**config.mk**
```make
export PLATFORM = sky130hd
export DESIGN_NAME = buffer_cache_getblk_release_core
export DESIGN_NICKNAME = d
export VERILOG_FILES = /design/src/bcgr_pkg.sv /design/src/bcgr_ram.sv /design/src/bcgr_ctrl.sv /design/src/buffer_cache_getblk_release_core.sv
export SDC_FILE = /design/constraint.sdc
export NUM_CORES = 1
export LEC_CHECK = 0
export BUFFER_PORTS_ARGS = -buffer_cell sky130_fd_sc_hd__clkbuf_2
export CORE_MARGIN = 4
export CORE_UTILIZATION = 40
export CTS_BUF_LIST = sky130_fd_sc_hd__clkbuf_4
export DETAILED_ROUTE_END_ITERATION = 6
export PLACE_DENSITY_LB_ADDON = 0.1
export SETUP_SLACK_MARGIN = 0.15
export SLEW_MARGIN = 5
export SYNTH_ARGS = -nofsm -noshare
export SYNTH_HDL_FRONTEND = slang
export SYNTH_SLANG_ARGS = --single-unit
```
**constraint.sdc**
```tcl
create_clock -name clk -period 3.42 [get_ports clk]
set_input_delay 0.684 -clock clk [delete_from_list [all_inputs] [get_ports clk]]
set_output_delay 0.684 -clock clk [all_outputs]
set_load 0.01 [all_outputs]
```
**src/bcgr_pkg.sv**
```systemverilog
// Shared constants, codes and types of the buffer cache manager.
`timescale 1ns / 1ps
package bcgr_pkg;

  localparam int NUM_BUFFERS = 16;
  localparam int NUM_PROCS   = 4;
  localparam int BLOCK_BITS  = 16;
  localparam int IDX_W       = $clog2(NUM_BUFFERS);
  localparam int CNT_W       = $clog2(NUM_BUFFERS + 1);

  localparam logic [1:0] ACT_ALLOC   = 2'd0;
  localparam logic [1:0] ACT_REL     = 2'd1;
  localparam logic [1:0] ACT_REL_ALL = 2'd2;

  localparam logic [1:0] ST_FREE    = 2'd0;
  localparam logic [1:0] ST_BUSY    = 2'd1;
  localparam logic [1:0] ST_DELAYED = 2'd2;

  localparam logic [3:0] CODE_HIT         = 4'd0;
  localparam logic [3:0] CODE_HIT_WRITE   = 4'd1;
  localparam logic [3:0] CODE_DECLINED    = 4'd2;
  localparam logic [3:0] CODE_HELD        = 4'd3;
  localparam logic [3:0] CODE_BUSY_SLEEP  = 4'd4;
  localparam logic [3:0] CODE_MISS        = 4'd5;
  localparam logic [3:0] CODE_EMPTY_SLEEP = 4'd6;
  localparam logic [3:0] CODE_ASLEEP      = 4'd7;
  localparam logic [3:0] CODE_RELEASED    = 4'd8;
  localparam logic [3:0] CODE_NOT_HELD    = 4'd9;
  localparam logic [3:0] CODE_NONE_HELD   = 4'd10;

  typedef struct packed {
    logic [1:0]            action;
    logic [1:0]            process;
    logic [BLOCK_BITS-1:0] block;
    logic                  write_ok;
    logic                  delay_write;
  } req_t;

  typedef struct packed {
    logic                  valid;
    logic [1:0]            status;
    logic [1:0]            owner;
    logic [BLOCK_BITS-1:0] tag;
  } buf_t;

  localparam int BUF_W = $bits(buf_t);

  typedef struct packed {
    logic [3:0]            code;
    logic [IDX_W-1:0]      buffer_index;
    logic [1:0]            holder;
    logic [BLOCK_BITS-1:0] evicted_block;
    logic                  write_back;
    logic                  woken_valid;
    logic [1:0]            woken_process;
    logic                  last;
  } res_t;

endpackage

```
**src/bcgr_ram.sv**
```systemverilog
// Simple dual-port synchronous RAM with a registered read.
`timescale 1ns / 1ps
module bcgr_ram #(
  parameter int WIDTH = 8,
  parameter int DEPTH = 16
) (
  input  logic                     clk,
  input  logic                     we,
  input  logic [$clog2(DEPTH)-1:0] waddr,
  input  logic [WIDTH-1:0]         wdata,
  input  logic [$clog2(DEPTH)-1:0] raddr,
  output logic [WIDTH-1:0]         rdata
);

  logic [WIDTH-1:0] mem [DEPTH];

  always_ff @(posedge clk) begin
    if (we) begin
      mem[waddr] <= wdata;
    end
    rdata <= mem[raddr];
  end

endmodule

```
**src/bcgr_ctrl.sv**
```systemverilog
// Request sequencer: scans the buffer memory, maintains the free list and process state.
`timescale 1ns / 1ps
module bcgr_ctrl (
  input  logic          clk,
  input  logic          rst,
  input  logic          in_valid,
  output logic          in_ready,
  input  bcgr_pkg::req_t in_req,
  output logic          res_valid,
  input  logic          res_ready,
  output bcgr_pkg::res_t res
);

  localparam int IW = bcgr_pkg::IDX_W;
  localparam int CW = bcgr_pkg::CNT_W;
  localparam int NP = bcgr_pkg::NUM_PROCS;

  localparam logic [3:0] S_CLEAR    = 4'd0;
  localparam logic [3:0] S_IDLE     = 4'd1;
  localparam logic [3:0] S_SCAN     = 4'd2;
  localparam logic [3:0] S_DECIDE   = 4'd3;
  localparam logic [3:0] S_MISS0    = 4'd4;
  localparam logic [3:0] S_MISS1    = 4'd5;
  localparam logic [3:0] S_MISS2    = 4'd6;
  localparam logic [3:0] S_FIND_RD  = 4'd7;
  localparam logic [3:0] S_FIND_CHK = 4'd8;
  localparam logic [3:0] S_SH_RD    = 4'd9;
  localparam logic [3:0] S_SH_WR    = 4'd10;
  localparam logic [3:0] S_REL      = 4'd11;
  localparam logic [3:0] S_EMIT     = 4'd12;

  logic [3:0]             state;
  logic [3:0]             ret_state;
  bcgr_pkg::req_t         req;
  logic [IW-1:0]          clr_cnt;
  logic [CW-1:0]          rd_cnt;
  logic                   chk_vld;
  logic [IW-1:0]          chk_idx;
  logic                   hit;
  bcgr_pkg::buf_t         hit_ent;
  logic [IW-1:0]          slot;
  logic [CW-1:0]          free_count;
  logic [CW-1:0]          fk;
  logic [CW-1:0]          rel_left;
  logic [CW-1:0]          held [NP];
  logic [NP-1:0]          asleep;
  logic [NP-1:0]          wait_emp;
  logic [bcgr_pkg::BLOCK_BITS-1:0] wait_blk [NP];

  logic                   buf_we;
  logic [IW-1:0]          buf_waddr;
  bcgr_pkg::buf_t         buf_wdata;
  logic [IW-1:0]          buf_raddr;
  logic [bcgr_pkg::BUF_W-1:0] buf_rbits;
  bcgr_pkg::buf_t         buf_rdata;
  logic                   free_we;
  logic [IW-1:0]          free_waddr;
  logic [IW-1:0]          free_wdata;
  logic [IW-1:0]          free_raddr;
  logic [IW-1:0]          free_rdata;

  logic                   lock_hit;
  logic                   wake_v;
  logic [1:0]             wake_p;
  logic [CW-1:0]          fk_inc;
  logic [CW+1:0]          held_sum;
  bcgr_pkg::res_t         idle_res;
  bcgr_pkg::res_t         rel_res;

  assign buf_rdata = bcgr_pkg::buf_t'(buf_rbits);
  assign fk_inc    = fk + 1'b1;
  assign in_ready  = (state == S_IDLE);
  assign res_valid = (state == S_EMIT);

  assign lock_hit = (req.action == bcgr_pkg::ACT_ALLOC) && hit &&
                    ((hit_ent.status == bcgr_pkg::ST_FREE) ||
                     ((hit_ent.status == bcgr_pkg::ST_DELAYED) && req.write_ok));

  // Lowest-numbered sleeper waiting for this block or for any free buffer.
  always_comb begin
    wake_v = 1'b0;
    wake_p = '0;
    for (int q = NP - 1; q >= 0; q--) begin
      if (asleep[q] && (wait_emp[q] || (wait_blk[q] == hit_ent.tag))) begin
        wake_v = 1'b1;
        wake_p = 2'(q);
      end
    end
  end

  always_comb begin
    held_sum = '0;
    for (int q = 0; q < NP; q++) begin
      held_sum = held_sum + (CW+2)'(held[q]);
    end
  end

  // Result as loaded when a request is taken; later states fill in the rest.
  always_comb begin
    idle_res      = '0;
    idle_res.last = 1'b1;
    if (in_req.action == bcgr_pkg::ACT_REL_ALL) begin
      idle_res.code = bcgr_pkg::CODE_NONE_HELD;
    end else if ((in_req.action == bcgr_pkg::ACT_ALLOC) && asleep[in_req.process]) begin
      idle_res.code = bcgr_pkg::CODE_ASLEEP;
    end
  end

  always_comb begin
    rel_res               = '0;
    rel_res.code          = bcgr_pkg::CODE_RELEASED;
    rel_res.buffer_index  = slot;
    rel_res.woken_valid   = wake_v;
    rel_res.woken_process = wake_p;
    rel_res.last          = (rel_left == CW'(1));
  end

  always_comb begin
    buf_we     = 1'b0;
    buf_waddr  = slot;
    buf_wdata  = '0;
    free_we    = 1'b0;
    free_waddr = fk[IW-1:0];
    free_wdata = free_rdata;
    buf_raddr  = (state == S_MISS1) ? free_rdata : rd_cnt[IW-1:0];
    free_raddr = (state == S_SH_RD) ? fk_inc[IW-1:0] : fk[IW-1:0];
    unique case (state)
      S_CLEAR: begin
        buf_we     = 1'b1;
        buf_waddr  = clr_cnt;
        free_we    = 1'b1;
        free_waddr = clr_cnt;
        free_wdata = clr_cnt;
      end
      S_DECIDE: begin
        buf_we           = lock_hit;
        buf_wdata.valid  = 1'b1;
        buf_wdata.status = bcgr_pkg::ST_BUSY;
        buf_wdata.owner  = req.process;
        buf_wdata.tag    = hit_ent.tag;
      end
      S_MISS2: begin
        buf_we           = 1'b1;
        buf_wdata.valid  = 1'b1;
        buf_wdata.status = bcgr_pkg::ST_BUSY;
        buf_wdata.owner  = req.process;
        buf_wdata.tag    = req.block;
      end
      S_SH_WR: begin
        free_we = 1'b1;
      end
      S_REL: begin
        buf_we           = 1'b1;
        buf_wdata        = hit_ent;
        buf_wdata.status = req.delay_write ? bcgr_pkg::ST_DELAYED : bcgr_pkg::ST_FREE;
        free_we          = 1'b1;
        free_waddr       = free_count[IW-1:0];
        free_wdata       = slot;
      end
      default: begin
      end
    endcase
  end

  always_ff @(posedge clk) begin
    if (rst) begin
      state      <= S_CLEAR;
      ret_state  <= S_IDLE;
      clr_cnt    <= '0;
      free_count <= CW'(bcgr_pkg::NUM_BUFFERS);
      chk_vld    <= 1'b0;
      asleep     <= '0;
      wait_emp   <= '0;
      for (int q = 0; q < NP; q++) begin
        held[q]     <= '0;
        wait_blk[q] <= '0;
      end
    end else begin
      unique case (state)
        S_CLEAR: begin
          clr_cnt <= clr_cnt + 1'b1;
          if (clr_cnt == IW'(bcgr_pkg::NUM_BUFFERS - 1)) begin
            state <= S_IDLE;
          end
        end
        S_IDLE: begin
          if (in_valid) begin
            req       <= in_req;
            rd_cnt    <= '0;
            chk_vld   <= 1'b0;
            hit       <= 1'b0;
            ret_state <= S_IDLE;
            res       <= idle_res;
            priority if (in_req.action == bcgr_pkg::ACT_ALLOC) begin
              if (asleep[in_req.process]) begin
                state <= S_EMIT;
              end else begin
                state <= S_SCAN;
              end
            end else if (in_req.action == bcgr_pkg::ACT_REL) begin
              state <= S_SCAN;
            end else if (in_req.action == bcgr_pkg::ACT_REL_ALL) begin
              rel_left <= held[in_req.process];
              if (held[in_req.process] == '0) begin
                state <= S_EMIT;
              end else begin
                state <= S_SCAN;
              end
            end else begin
              state <= S_IDLE;
            end
          end
        end
        S_SCAN: begin
          // Reads are pipelined: the entry read last cycle is checked now.
          if (chk_vld && (req.action == bcgr_pkg::ACT_REL_ALL) &&
              (buf_rdata.status == bcgr_pkg::ST_BUSY) &&
              (buf_rdata.owner == req.process)) begin
            slot    <= chk_idx;
            hit_ent <= buf_rdata;
            chk_vld <= 1'b0;
            state   <= S_REL;
          end else if (chk_vld && (req.action != bcgr_pkg::ACT_REL_ALL) &&
                       buf_rdata.valid && (buf_rdata.tag == req.block)) begin
            hit     <= 1'b1;
            slot    <= chk_idx;
            hit_ent <= buf_rdata;
            chk_vld <= 1'b0;
            state   <= S_DECIDE;
          end else if (rd_cnt < CW'(bcgr_pkg::NUM_BUFFERS)) begin
            chk_vld <= 1'b1;
            chk_idx <= rd_cnt[IW-1:0];
            rd_cnt  <= rd_cnt + 1'b1;
          end else begin
            chk_vld <= 1'b0;
            if (!chk_vld) begin
              state <= (req.action == bcgr_pkg::ACT_REL_ALL) ? S_IDLE : S_DECIDE;
            end
          end
        end
        S_DECIDE: begin
          if (req.action == bcgr_pkg::ACT_REL) begin
            if (hit && (hit_ent.status == bcgr_pkg::ST_BUSY) &&
                (hit_ent.owner == req.process)) begin
              rel_left <= CW'(1);
              state    <= S_REL;
            end else begin
              res.code <= bcgr_pkg::CODE_NOT_HELD;
              state    <= S_EMIT;
            end
          end else if (hit) begin
            res.buffer_index <= slot;
            priority if (lock_hit) begin
              res.code <= (hit_ent.status == bcgr_pkg::ST_FREE) ?
                          bcgr_pkg::CODE_HIT : bcgr_pkg::CODE_HIT_WRITE;
              held[req.process] <= held[req.process] + 1'b1;
              fk    <= '0;
              state <= S_FIND_RD;
            end else if (hit_ent.status == bcgr_pkg::ST_DELAYED) begin
              res.code <= bcgr_pkg::CODE_DECLINED;
              state    <= S_EMIT;
            end else if (hit_ent.owner == req.process) begin
              res.code   <= bcgr_pkg::CODE_HELD;
              res.holder <= req.process;
              state      <= S_EMIT;
            end else begin
              res.code                <= bcgr_pkg::CODE_BUSY_SLEEP;
              res.holder              <= hit_ent.owner;
              asleep[req.process]     <= 1'b1;
              wait_emp[req.process]   <= 1'b0;
              wait_blk[req.process]   <= req.block;
              state                   <= S_EMIT;
            end
          end else if (free_count == '0) begin
            res.code                <= bcgr_pkg::CODE_EMPTY_SLEEP;
            asleep[req.process]     <= 1'b1;
            wait_emp[req.process]   <= 1'b1;
            wait_blk[req.process]   <= req.block;
            state                   <= S_EMIT;
          end else begin
            fk    <= '0;
            state <= S_MISS0;
          end
        end
        S_MISS0: begin
          state <= S_MISS1;
        end
        S_MISS1: begin
          slot  <= free_rdata;
          state <= S_MISS2;
        end
        S_MISS2: begin
          res.code          <= bcgr_pkg::CODE_MISS;
          res.buffer_index  <= slot;
          res.evicted_block <= buf_rdata.tag;
          res.write_back    <= (buf_rdata.status == bcgr_pkg::ST_DELAYED);
          held[req.process] <= held[req.process] + 1'b1;
          fk                <= '0;
          state             <= S_SH_RD;
        end
        S_FIND_RD: begin
          state <= S_FIND_CHK;
        end
        S_FIND_CHK: begin
          if (free_rdata == slot) begin
            state <= S_SH_RD;
          end else begin
            fk    <= fk_inc;
            state <= S_FIND_RD;
          end
        end
        S_SH_RD: begin
          if (fk_inc < free_count) begin
            state <= S_SH_WR;
          end else begin
            free_count <= free_count - 1'b1;
            state      <= S_EMIT;
          end
        end
        S_SH_WR: begin
          fk    <= fk_inc;
          state <= S_SH_RD;
        end
        S_REL: begin
          free_count        <= free_count + 1'b1;
          held[req.process] <= held[req.process] - 1'b1;
          if (wake_v) begin
            asleep[wake_p]   <= 1'b0;
            wait_emp[wake_p] <= 1'b0;
          end
          res               <= rel_res;
          rel_left          <= rel_left - 1'b1;
          ret_state         <= (rel_left == CW'(1)) ? S_IDLE : S_SCAN;
          rd_cnt            <= CW'(slot) + 1'b1;
          chk_vld           <= 1'b0;
          state             <= S_EMIT;
        end
        S_EMIT: begin
          if (res_ready) begin
            state <= ret_state;
          end
        end
        default: begin
          state <= S_IDLE;
        end
      endcase
    end
  end

  bcgr_ram #(.WIDTH(bcgr_pkg::BUF_W), .DEPTH(bcgr_pkg::NUM_BUFFERS)) u_buf_ram (
    .clk   (clk),
    .we    (buf_we),
    .waddr (buf_waddr),
    .wdata (buf_wdata),
    .raddr (buf_raddr),
    .rdata (buf_rbits)
  );

  bcgr_ram #(.WIDTH(IW), .DEPTH(bcgr_pkg::NUM_BUFFERS)) u_free_ram (
    .clk   (clk),
    .we    (free_we),
    .waddr (free_waddr),
    .wdata (free_wdata),
    .raddr (free_raddr),
    .rdata (free_rdata)
  );

  a_free_bound: assert property (@(posedge clk) disable iff (rst)
    free_count <= CW'(bcgr_pkg::NUM_BUFFERS))
    else $error("free list count exceeds buffer count");

  a_conserve: assert property (@(posedge clk) disable iff (rst)
    (state == S_IDLE) |-> (held_sum + (CW+2)'(free_count) == (CW+2)'(bcgr_pkg::NUM_BUFFERS)))
    else $error("held buffers and free list disagree");

  a_rel_busy: assert property (@(posedge clk) disable iff (rst)
    (state == S_REL) |-> (hit_ent.status == bcgr_pkg::ST_BUSY))
    else $error("release of a buffer that is not busy");

  a_find_bound: assert property (@(posedge clk) disable iff (rst)
    (state == S_FIND_CHK) |-> (fk < free_count))
    else $error("free list search ran past its end");

endmodule

```
**src/buffer_cache_getblk_release_core.sv**
```systemverilog
// Top level of the buffer cache manager: request sequencer plus output register.
`timescale 1ns / 1ps
// Buffer cache manager for sixteen tagged buffers. One request is handled at a
// time; the next one is taken once the current one has handed its last result to
// the output register. Each request, but an allocate by a sleeping process or a
// release-all by a process that holds nothing, walks the buffer memory one entry
// per cycle, since tags, state and owner live in a one-port-read memory.
// An allocate that locks a buffer also unlinks it from the free list held in a
// second memory: on a hit it searches the list entry by entry for the buffer, and
// it then shifts each later list entry down one place. A release-all rescans from
// the slot after each buffer it frees. After reset a pass over every entry
// initializes both memories before the first request.
module buffer_cache_getblk_release_core (
  input  logic        clk,
  input  logic        rst,
  input  logic        s_tvalid,
  output logic        s_tready,
  input  logic [23:0] s_tdata,  // process[1:0], block[17:2], write_ok[18], delay_write[19]
  input  logic [1:0]  s_tuser,  // action[1:0]
  output logic        m_tvalid,
  input  logic        m_tready,
  output logic [31:0] m_tdata,  // buffer_index[3:0], holder[5:4], evicted_block[21:6],
                                // write_back[22], woken_valid[23], woken_process[25:24]
  output logic [3:0]  m_tuser,  // code[3:0]
  output logic        m_tlast
);

  bcgr_pkg::req_t in_req;
  bcgr_pkg::res_t res;
  bcgr_pkg::res_t out_res;
  logic           res_valid;
  logic           res_ready;
  logic           out_full;

  assign in_req.action      = s_tuser;
  assign in_req.process     = s_tdata[1:0];
  assign in_req.block       = s_tdata[17:2];
  assign in_req.write_ok    = s_tdata[18];
  assign in_req.delay_write = s_tdata[19];

  bcgr_ctrl u_ctrl (
    .clk       (clk),
    .rst       (rst),
    .in_valid  (s_tvalid),
    .in_ready  (s_tready),
    .in_req    (in_req),
    .res_valid (res_valid),
    .res_ready (res_ready),
    .res       (res)
  );

  // The output register takes a new result whenever it is empty or being drained.
  assign res_ready = !out_full || m_tready;

  always_ff @(posedge clk) begin
    if (rst) begin
      out_full <= 1'b0;
    end else if (res_valid && res_ready) begin
      out_full <= 1'b1;
    end else if (m_tready) begin
      out_full <= 1'b0;
    end
  end

  always_ff @(posedge clk) begin
    if (res_valid && res_ready) begin
      out_res <= res;
    end
  end

  assign m_tvalid = out_full;
  assign m_tuser  = out_res.code;
  assign m_tlast  = out_res.last;
  assign m_tdata  = {6'd0, out_res.woken_process, out_res.woken_valid, out_res.write_back,
                     out_res.evicted_block, out_res.holder, out_res.buffer_index};

endmodule

```
==> results.sh, run 1 <==
export IMPL_status="finished, final reports clean"
export IMPL_synth_top_area_share=0.663
export IMPL_fillers=6161
export IMPL_crit_arrival_ns=3.61
export IMPL_synth_edf_count=613
export IMPL_grt_usage=0.185
export IMPL_hold_viol=0
export IMPL_synth_area_leaders="edfxtp_1 (66%), mux4_2 (8.8%), dfxtp_1 (3.8%)"
export IMPL_grt_pass1_vias=16400
export IMPL_drive_gt1_frac=0.281
export IMPL_total_power_mw=16.5
export IMPL_seq_area_frac_synth=0.701
export IMPL_dr_pass1_iters=5
export IMPL_die_area_sq_um=73600
export IMPL_ios=69
export IMPL_insertion_delay_ns=1.01
export IMPL_dp_cells=2670
export IMPL_critPathLaunchType="flip-flop"
export IMPL_path_max_fanout=18
export IMPL_via_count=15800
export IMPL_cts_tree="built"
export IMPL_skew_ns=0.0783
export IMPL_syn_area_sq_um=27700
export IMPL_synthToLayoutAreaGrowth_pct=15.6
export IMPL_register_area_sq_um=19400
export IMPL_period_needed_ns=3.03
export IMPL_hold_class="input port to flip-flop"
export IMPL_fin_worst_hold_slack_ns=0.177
export IMPL_power_density_nw_per_um2=516
export IMPL_critPathLaunch="u_ctrl.state[2]"
export IMPL_nets=1989
export IMPL_ant_nets=0
export IMPL_worstReg2RegEnd="u_ctrl.u_free_ram.mem[14][3]"
export IMPL_grt_remaining_overflow=0
export IMPL_synthTopCellsByCount="edfxtp_1 (613), nand2_1 (113), mux4_2 (108)"
export IMPL_cap_violations=0
export IMPL_worst_setup_path_end_kind="flip-flop"
export IMPL_worst_pin_slew_ns=1.05
export IMPL_synth_cell_types=78
export IMPL_multi_input_area_sq_um=7790
export IMPL_wire_per_inst_microns=22.4
export IMPL_fin_setup_tns_ns=0
export IMPL_cts_setup_buffers=0
export IMPL_num_rows=96
export IMPL_port_buffers=58
export IMPL_critPathBufInv=2
export IMPL_h_tree_depth=4
export IMPL_synth_warnings=0
export IMPL_slew_viol_final=0
export IMPL_clk_pin_slew_ns=0.06
export IMPL_vias_per_cell=5.24
export IMPL_die_y_microns=271
export IMPL_crit_chain="buf_4, nor2b_1, nand3_2, inv_2, nor2_1, a221oi_1, nand3b_1, nor2_1"
export IMPL_start_util=0.404
export IMPL_finalCritPeriodShare=0.885
export IMPL_cts_sinks=665
export IMPL_slew_headroom=0.296
export IMPL_timing_worst_setup_path_type="flip-flop to flip-flop"
export IMPL_synthCells=1700
export IMPL_die_x_microns=271
export IMPL_grt_pass1_wl_microns=102000
export IMPL_timing_critical_path_slowest_stage_cell="a221oi_1"
export IMPL_cts_buffers=177
export IMPL_root_buffer="clkbuf_4"
export IMPL_instances_no_fill=3020
export IMPL_drt_iter0_drc=1026
export IMPL_core_sq_um=68700
export IMPL_ir_drop_uv=247
export IMPL_p_leak_nw=10.9
export IMPL_gp_congestion=0.819
export IMPL_syn_avg_cell_area_sq_um=16.3
export IMPL_drc=0
export IMPL_synth_async_sr_flop_share=0
export IMPL_dp_hpwl_microns=42600
export IMPL_max_freq_mhz=330
export IMPL_wirelength_microns=67700
export IMPL_setup_violations=0
export IMPL_crit_top_cell="nor2_1"
export IMPL_antenna_found_initial=2
export IMPL_grt_max_degree=65
export IMPL_crit_end="u_ctrl.u_free_ram.mem[14][3]"
export IMPL_rsz0062_at_grt="false"
export IMPL_worstHoldPathCells=1
export IMPL_reg2reg_from="u_ctrl.state[2]"
export IMPL_rr_worst_depth=8
export IMPL_path_delay_family="simple AND/OR/NAND/NOR gates"
export IMPL_r2r_slack_ns=0.39
export IMPL_ys_seq_elements=665
export IMPL_critical_path_max_stage_delay_ns=0.44
export IMPL_synth_most_common_cell="edfxtp_1"
export IMPL_cts_buffer_depth=3
export IMPL_path_depth=8
export IMPL_cp_required_ns=4.00
export IMPL_synth_ff_type="edfxtp_1"
export IMPL_synth_top_area_cell="edfxtp_1"
-- sequential cells by signal, summed over array words and instances (netlist names), 2 cells and up, named ones only --
| register | count |
|---|---|
| u_ctrl.u_buf_ram.mem | 336 |
| u_ctrl.u_free_ram.mem | 64 |
| u_ctrl.wait_blk | 64 |
| u_ctrl.res | 31 |
| m_tdata | 26 |
| u_ctrl.req | 22 |
| u_ctrl.hit_ent | 21 |
| u_ctrl.u_buf_ram.rdata | 21 |
| u_ctrl.held | 20 |
| u_ctrl.fk | 5 |
| u_ctrl.free_count | 5 |
| u_ctrl.rd_cnt | 5 |
| u_ctrl.rel_left | 5 |
| m_tuser | 4 |
| u_ctrl.asleep | 4 |
| u_ctrl.chk_idx | 4 |
| u_ctrl.clr_cnt | 4 |
| u_ctrl.slot | 4 |
| u_ctrl.state | 4 |
| u_ctrl.u_free_ram.rdata | 4 |
| u_ctrl.ret_state | 2 |
-- through the flow --
step / cell area, sq um / utilization / worst slack, ns
after floorplan: 27800 / - / 0.233
after global placement: 29500 / 0.429 / 0.408
after detailed placement: 29500 / 0.429 / 0.318
after CTS: 32100 / 0.467 / 0.321
after global routing: 32100 / 0.467 / 0.151
final: 32100 / 0.467 / 0.392
-- timing repair --
item,in CTS,in global routing
hold buffers,21,0
endpoints found under the hold margin,21,0
setup endpoints to repair,0,32
gates resized for setup,0,1
-- cell usage in the layout (no fill, tap or decap), drive strengths merged, types with 29 or more instances in the layout --
cell type    n
a211oi      29
a21oi       39
a31oi       34
and2        58
and3        58
buf         80
clkbuf     335
clkinv      35
dfxtp       52
edfxtp     613
inv         34
mux4       114
nand2      114
nor2        97
xnor2       54
xor2        58
-- cell type report --
| class | count | share of cell area |
|---|---|---|
| antenna | 4 | 0.000312 |
| multi-input combinational | 909 | 0.243 |
| timing repair buffer | 159 | 0.0371 |
| inverter | 27 | 0.00316 |
| clock inverter | 48 | 0.00897 |
| tap | 931 | 0.0363 |
| clock buffer | 277 | 0.0648 |
| sequential | 665 | 0.607 |
-- kinds of logic (layout without fill, tap and decap cells) --
| family | after synthesis | count (layout) | synth area share |
|---|---|---|---|
| flip-flops | 665 | 665 | 0.701 |
| buffers and inverters | 131 | 511 | 0.0234 |
| AND/OR/NAND/NOR | 446 | 446 | 0.0824 |
| multiplexers | 121 | 121 | 0.0961 |
| adder cells (fa/ha/maj) | 20 | 20 | 0.00956 |
| other | 1 | 10 | 0.000135 |
| AO/OA/AOI/OAI | 204 | 204 | 0.0514 |
| XOR/XNOR | 112 | 112 | 0.0360 |
-- worst reg2reg max path, stage by stage, from the launching register on --
cell      delay (ns)
dfxtp_1         0.31
buf_4           0.20
nor2b_1         0.34
nand3_2         0.17
inv_2           0.28
nor2_1          0.17
a221oi_1        0.44
nand3b_1        0.29
nor2_1          0.44
-- where the power goes --
part           total [mW]  internal [mW]  switching (mW)
Clock                7.17           3.91            3.26
Sequential           9.01           8.96          0.0484
Combinational       0.372          0.137           0.236
Total                16.5           13.0            3.54
-- worst min-delay path by stage --
stage	start	end
after detailed placement	u_ctrl.res[0]	m_tlast
after CTS	s_tdata[1]	u_ctrl.req[19]
after global placement	u_ctrl.res[1]	m_tdata[24]
final	s_tdata[1]	u_ctrl.req[19]
after global routing	s_tdata[1]	u_ctrl.req[19]
after floorplan	u_ctrl.res[23]	m_tdata[0]
-- per-layer routing --
layer  vias up  track usage  wire (microns)
met5         -            0               0
met1      8119        0.249           30200
met4         0       0.0569            1300
li1       7209            -               -
met2       396        0.299           33100
met3        96       0.0445            3160
No activity file was read; power rests on OpenSTA's default activity.
==> run 2: changes to the inputs <==
--- a/config.mk
+++ b/config.mk
@@ -6,6 +6,7 @@
 export NUM_CORES = 1
 export LEC_CHECK = 0
 export BUFFER_PORTS_ARGS = -buffer_cell sky130_fd_sc_hd__clkbuf_2
+export CORE_ASPECT_RATIO = 1.4
 export CORE_MARGIN = 4
 export CORE_UTILIZATION = 40
 export CTS_BUF_LIST = sky130_fd_sc_hd__clkbuf_4
==> run 2 against run 1 <==
  * Sequential power about the same
  * Clock-buffer cell count down 22
  * Power decreased by 1.6%
  * Utilization is 0.16 points lower
  * Clock power down 3.9%
  * Highest routed layer unchanged
==> results.sh, run 2 (synthesis results as in run 1) <==
export IMPL_fin_worst_hold_slack_ns=0.158
export IMPL_start_util=0.403
export IMPL_period_needed_ns=2.92
export IMPL_path_depth=8
export IMPL_hold_viol=0
export IMPL_grt_usage=0.193
export IMPL_top_register="u_ctrl.u_buf_ram.mem"
export IMPL_port_buffers=58
export IMPL_skew_ns=0.0664
export IMPL_cts_tree="built"
export IMPL_slew_headroom=0.419
export IMPL_design_area_sq_um=32000
export IMPL_fillers=6156
export IMPL_p_comb_frac=0.024
export IMPL_ir_drop_uv=225
export IMPL_nets=1968
export IMPL_pre_cts_ws_ns=0.486
export IMPL_dp_cells=2658
export IMPL_slew_viol_final=0
export IMPL_wire_per_inst_microns=23.7
export IMPL_total_power_mw=16.3
export IMPL_num_rows=114
export IMPL_die_y_microns=320
export IMPL_rr_worst_depth=8
export IMPL_crit_top_cell="nor2_1"
export IMPL_largest_reg_flops=336
export IMPL_insertion_delay_ns=1.00
export IMPL_dp_hpwl_microns=43900
export IMPL_seqPwrFrac=0.553
export IMPL_instances_no_fill=2977
export IMPL_ios=69
export IMPL_cts_sinks=665
export IMPL_final_common_cell="edfxtp_1"
export IMPL_critPathBufInv=2
export IMPL_gp_congestion=0.800
export IMPL_rsz0062_at_grt="false"
export IMPL_grt_pass1_wl_microns=105000
export IMPL_clk_pin_slew_ns=0.07
export IMPL_cts_setup_buffers=0
export IMPL_cts_buffer_depth=3
export IMPL_drc=0
export IMPL_fin_setup_tns_ns=0
export IMPL_clockPowerShare=0.423
export IMPL_root_buffer="clkbuf_4"
export IMPL_antenna_found_initial=2
export IMPL_worstHoldPathCells=3
export IMPL_p_sw_mw=3.47
export IMPL_drive_gt1_frac=0.271
export IMPL_setup_violations=0
export IMPL_grt_max_degree=65
export IMPL_crit_arrival_ns=3.52
export IMPL_layout_common_cells="edfxtp_1 (613), clkbuf_4 (255), nand2_1 (113)"
export IMPL_max_freq_mhz=342
export IMPL_timing_critical_path_slowest_stage_cell="nor2_1"
export IMPL_cp_required_ns=4.02
export IMPL_die_area_sq_um=73700
export IMPL_p_leak_nw=10.8
export IMPL_worst_setup_path_end_kind="flip-flop"
export IMPL_wirelength_microns=70500
export IMPL_critPathLaunchType="flip-flop"
export IMPL_hold_class="input port to flip-flop"
export IMPL_dr_pass1_iters=5
export IMPL_final_util=0.465
export IMPL_core_sq_um=68900
export IMPL_h_tree_depth=4
export IMPL_ant_nets=0
export IMPL_die_x_microns=231
export IMPL_placed_area_sq_um=29600
export IMPL_finalCritPeriodShare=0.855
export IMPL_power_density_nw_per_um2=508
export IMPL_grt_remaining_overflow=0
export IMPL_cap_violations=0
export IMPL_worst_pin_slew_ns=0.871
export IMPL_cts_buffers=166
export IMPL_crit_chain="buf_4, nor2b_1, nand3_2, inv_2, nor2_1, a221oi_1, nand3b_1, nor2_1"
export IMPL_path_max_fanout=18
export IMPL_sw_frac_of_total=0.213
export IMPL_synthToLayoutAreaGrowth_pct=15.5
export IMPL_grt_pass1_vias=16400
export IMPL_vias_per_cell=5.27
export IMPL_status="finished, final reports clean"
export IMPL_fin_ws_ns=0.498
export IMPL_path_delay_family="simple AND/OR/NAND/NOR gates"
export IMPL_drt_iter0_drc=1023
export IMPL_reg_top3="u_ctrl.u_buf_ram.mem (336), u_ctrl.u_free_ram.mem (64), u_ctrl.wait_blk (64)"
export IMPL_p_int_mw=12.8
export IMPL_timing_worst_setup_path_type="flip-flop to flip-flop"
export IMPL_via_count=15700
export IMPL_critical_path_max_stage_delay_ns=0.43
## run 2: final timing paths
kind | startpoint | end | slack [ns]
setup / recovery | u_ctrl.state[2] | u_ctrl.u_free_ram.mem[2][1] | 0.50
hold / removal | m_tready | m_tvalid | 0.16
setup reg to reg | u_ctrl.state[2] | u_ctrl.u_free_ram.mem[2][1] | 0.50
hold reg to reg | u_ctrl.res[11] | m_tdata[12] | 0.40
## run 2: layout make-up
type	count	area, sq um	area share
diodes	1	2.50	0.0000781
inverters	27	101	0.00316
clock inverters	43	307	0.00957
multi-input cells	909	7790	0.243
flip-flops and latches	665	19400	0.607
clock buffers	255	1910	0.0597
repair buffers	149	1320	0.0413
well taps	928	1160	0.0362
## run 2: layer usage
layer | track usage | part of all wire
met1 | 0.243 | 0.42
met2 | 0.334 | 0.52
met3 | 0.0370 | 0.039
met4 | 0.0675 | 0.023
met5 | 0 | 0
## run 2: timing repair
item,4_1_cts,5_1_grt
resized for setup,0,0
endpoints found under the hold margin,20,0
hold buffers,20,0
## run 2: power groups by stage
stage                     Sequential, mW  Combinational (mW)  Clock [mW]
after CTS                           9.01               0.399        7.15
after global routing                9.01               0.422        7.58
after floorplan                     9.17               0.209           0
after detailed placement            9.19               0.379           0
final                               9.01               0.388        6.89
after global placement              9.18               0.377           0
## run 2: worst reg2reg max path: cells and delay by family (launching register included)
family                 cells  cell delay (ns)
AOI/OAI and AO/OA          1             0.40
buffers and inverters      2             0.47
DFF                        1             0.31
and+or+nand+nor            5             1.37
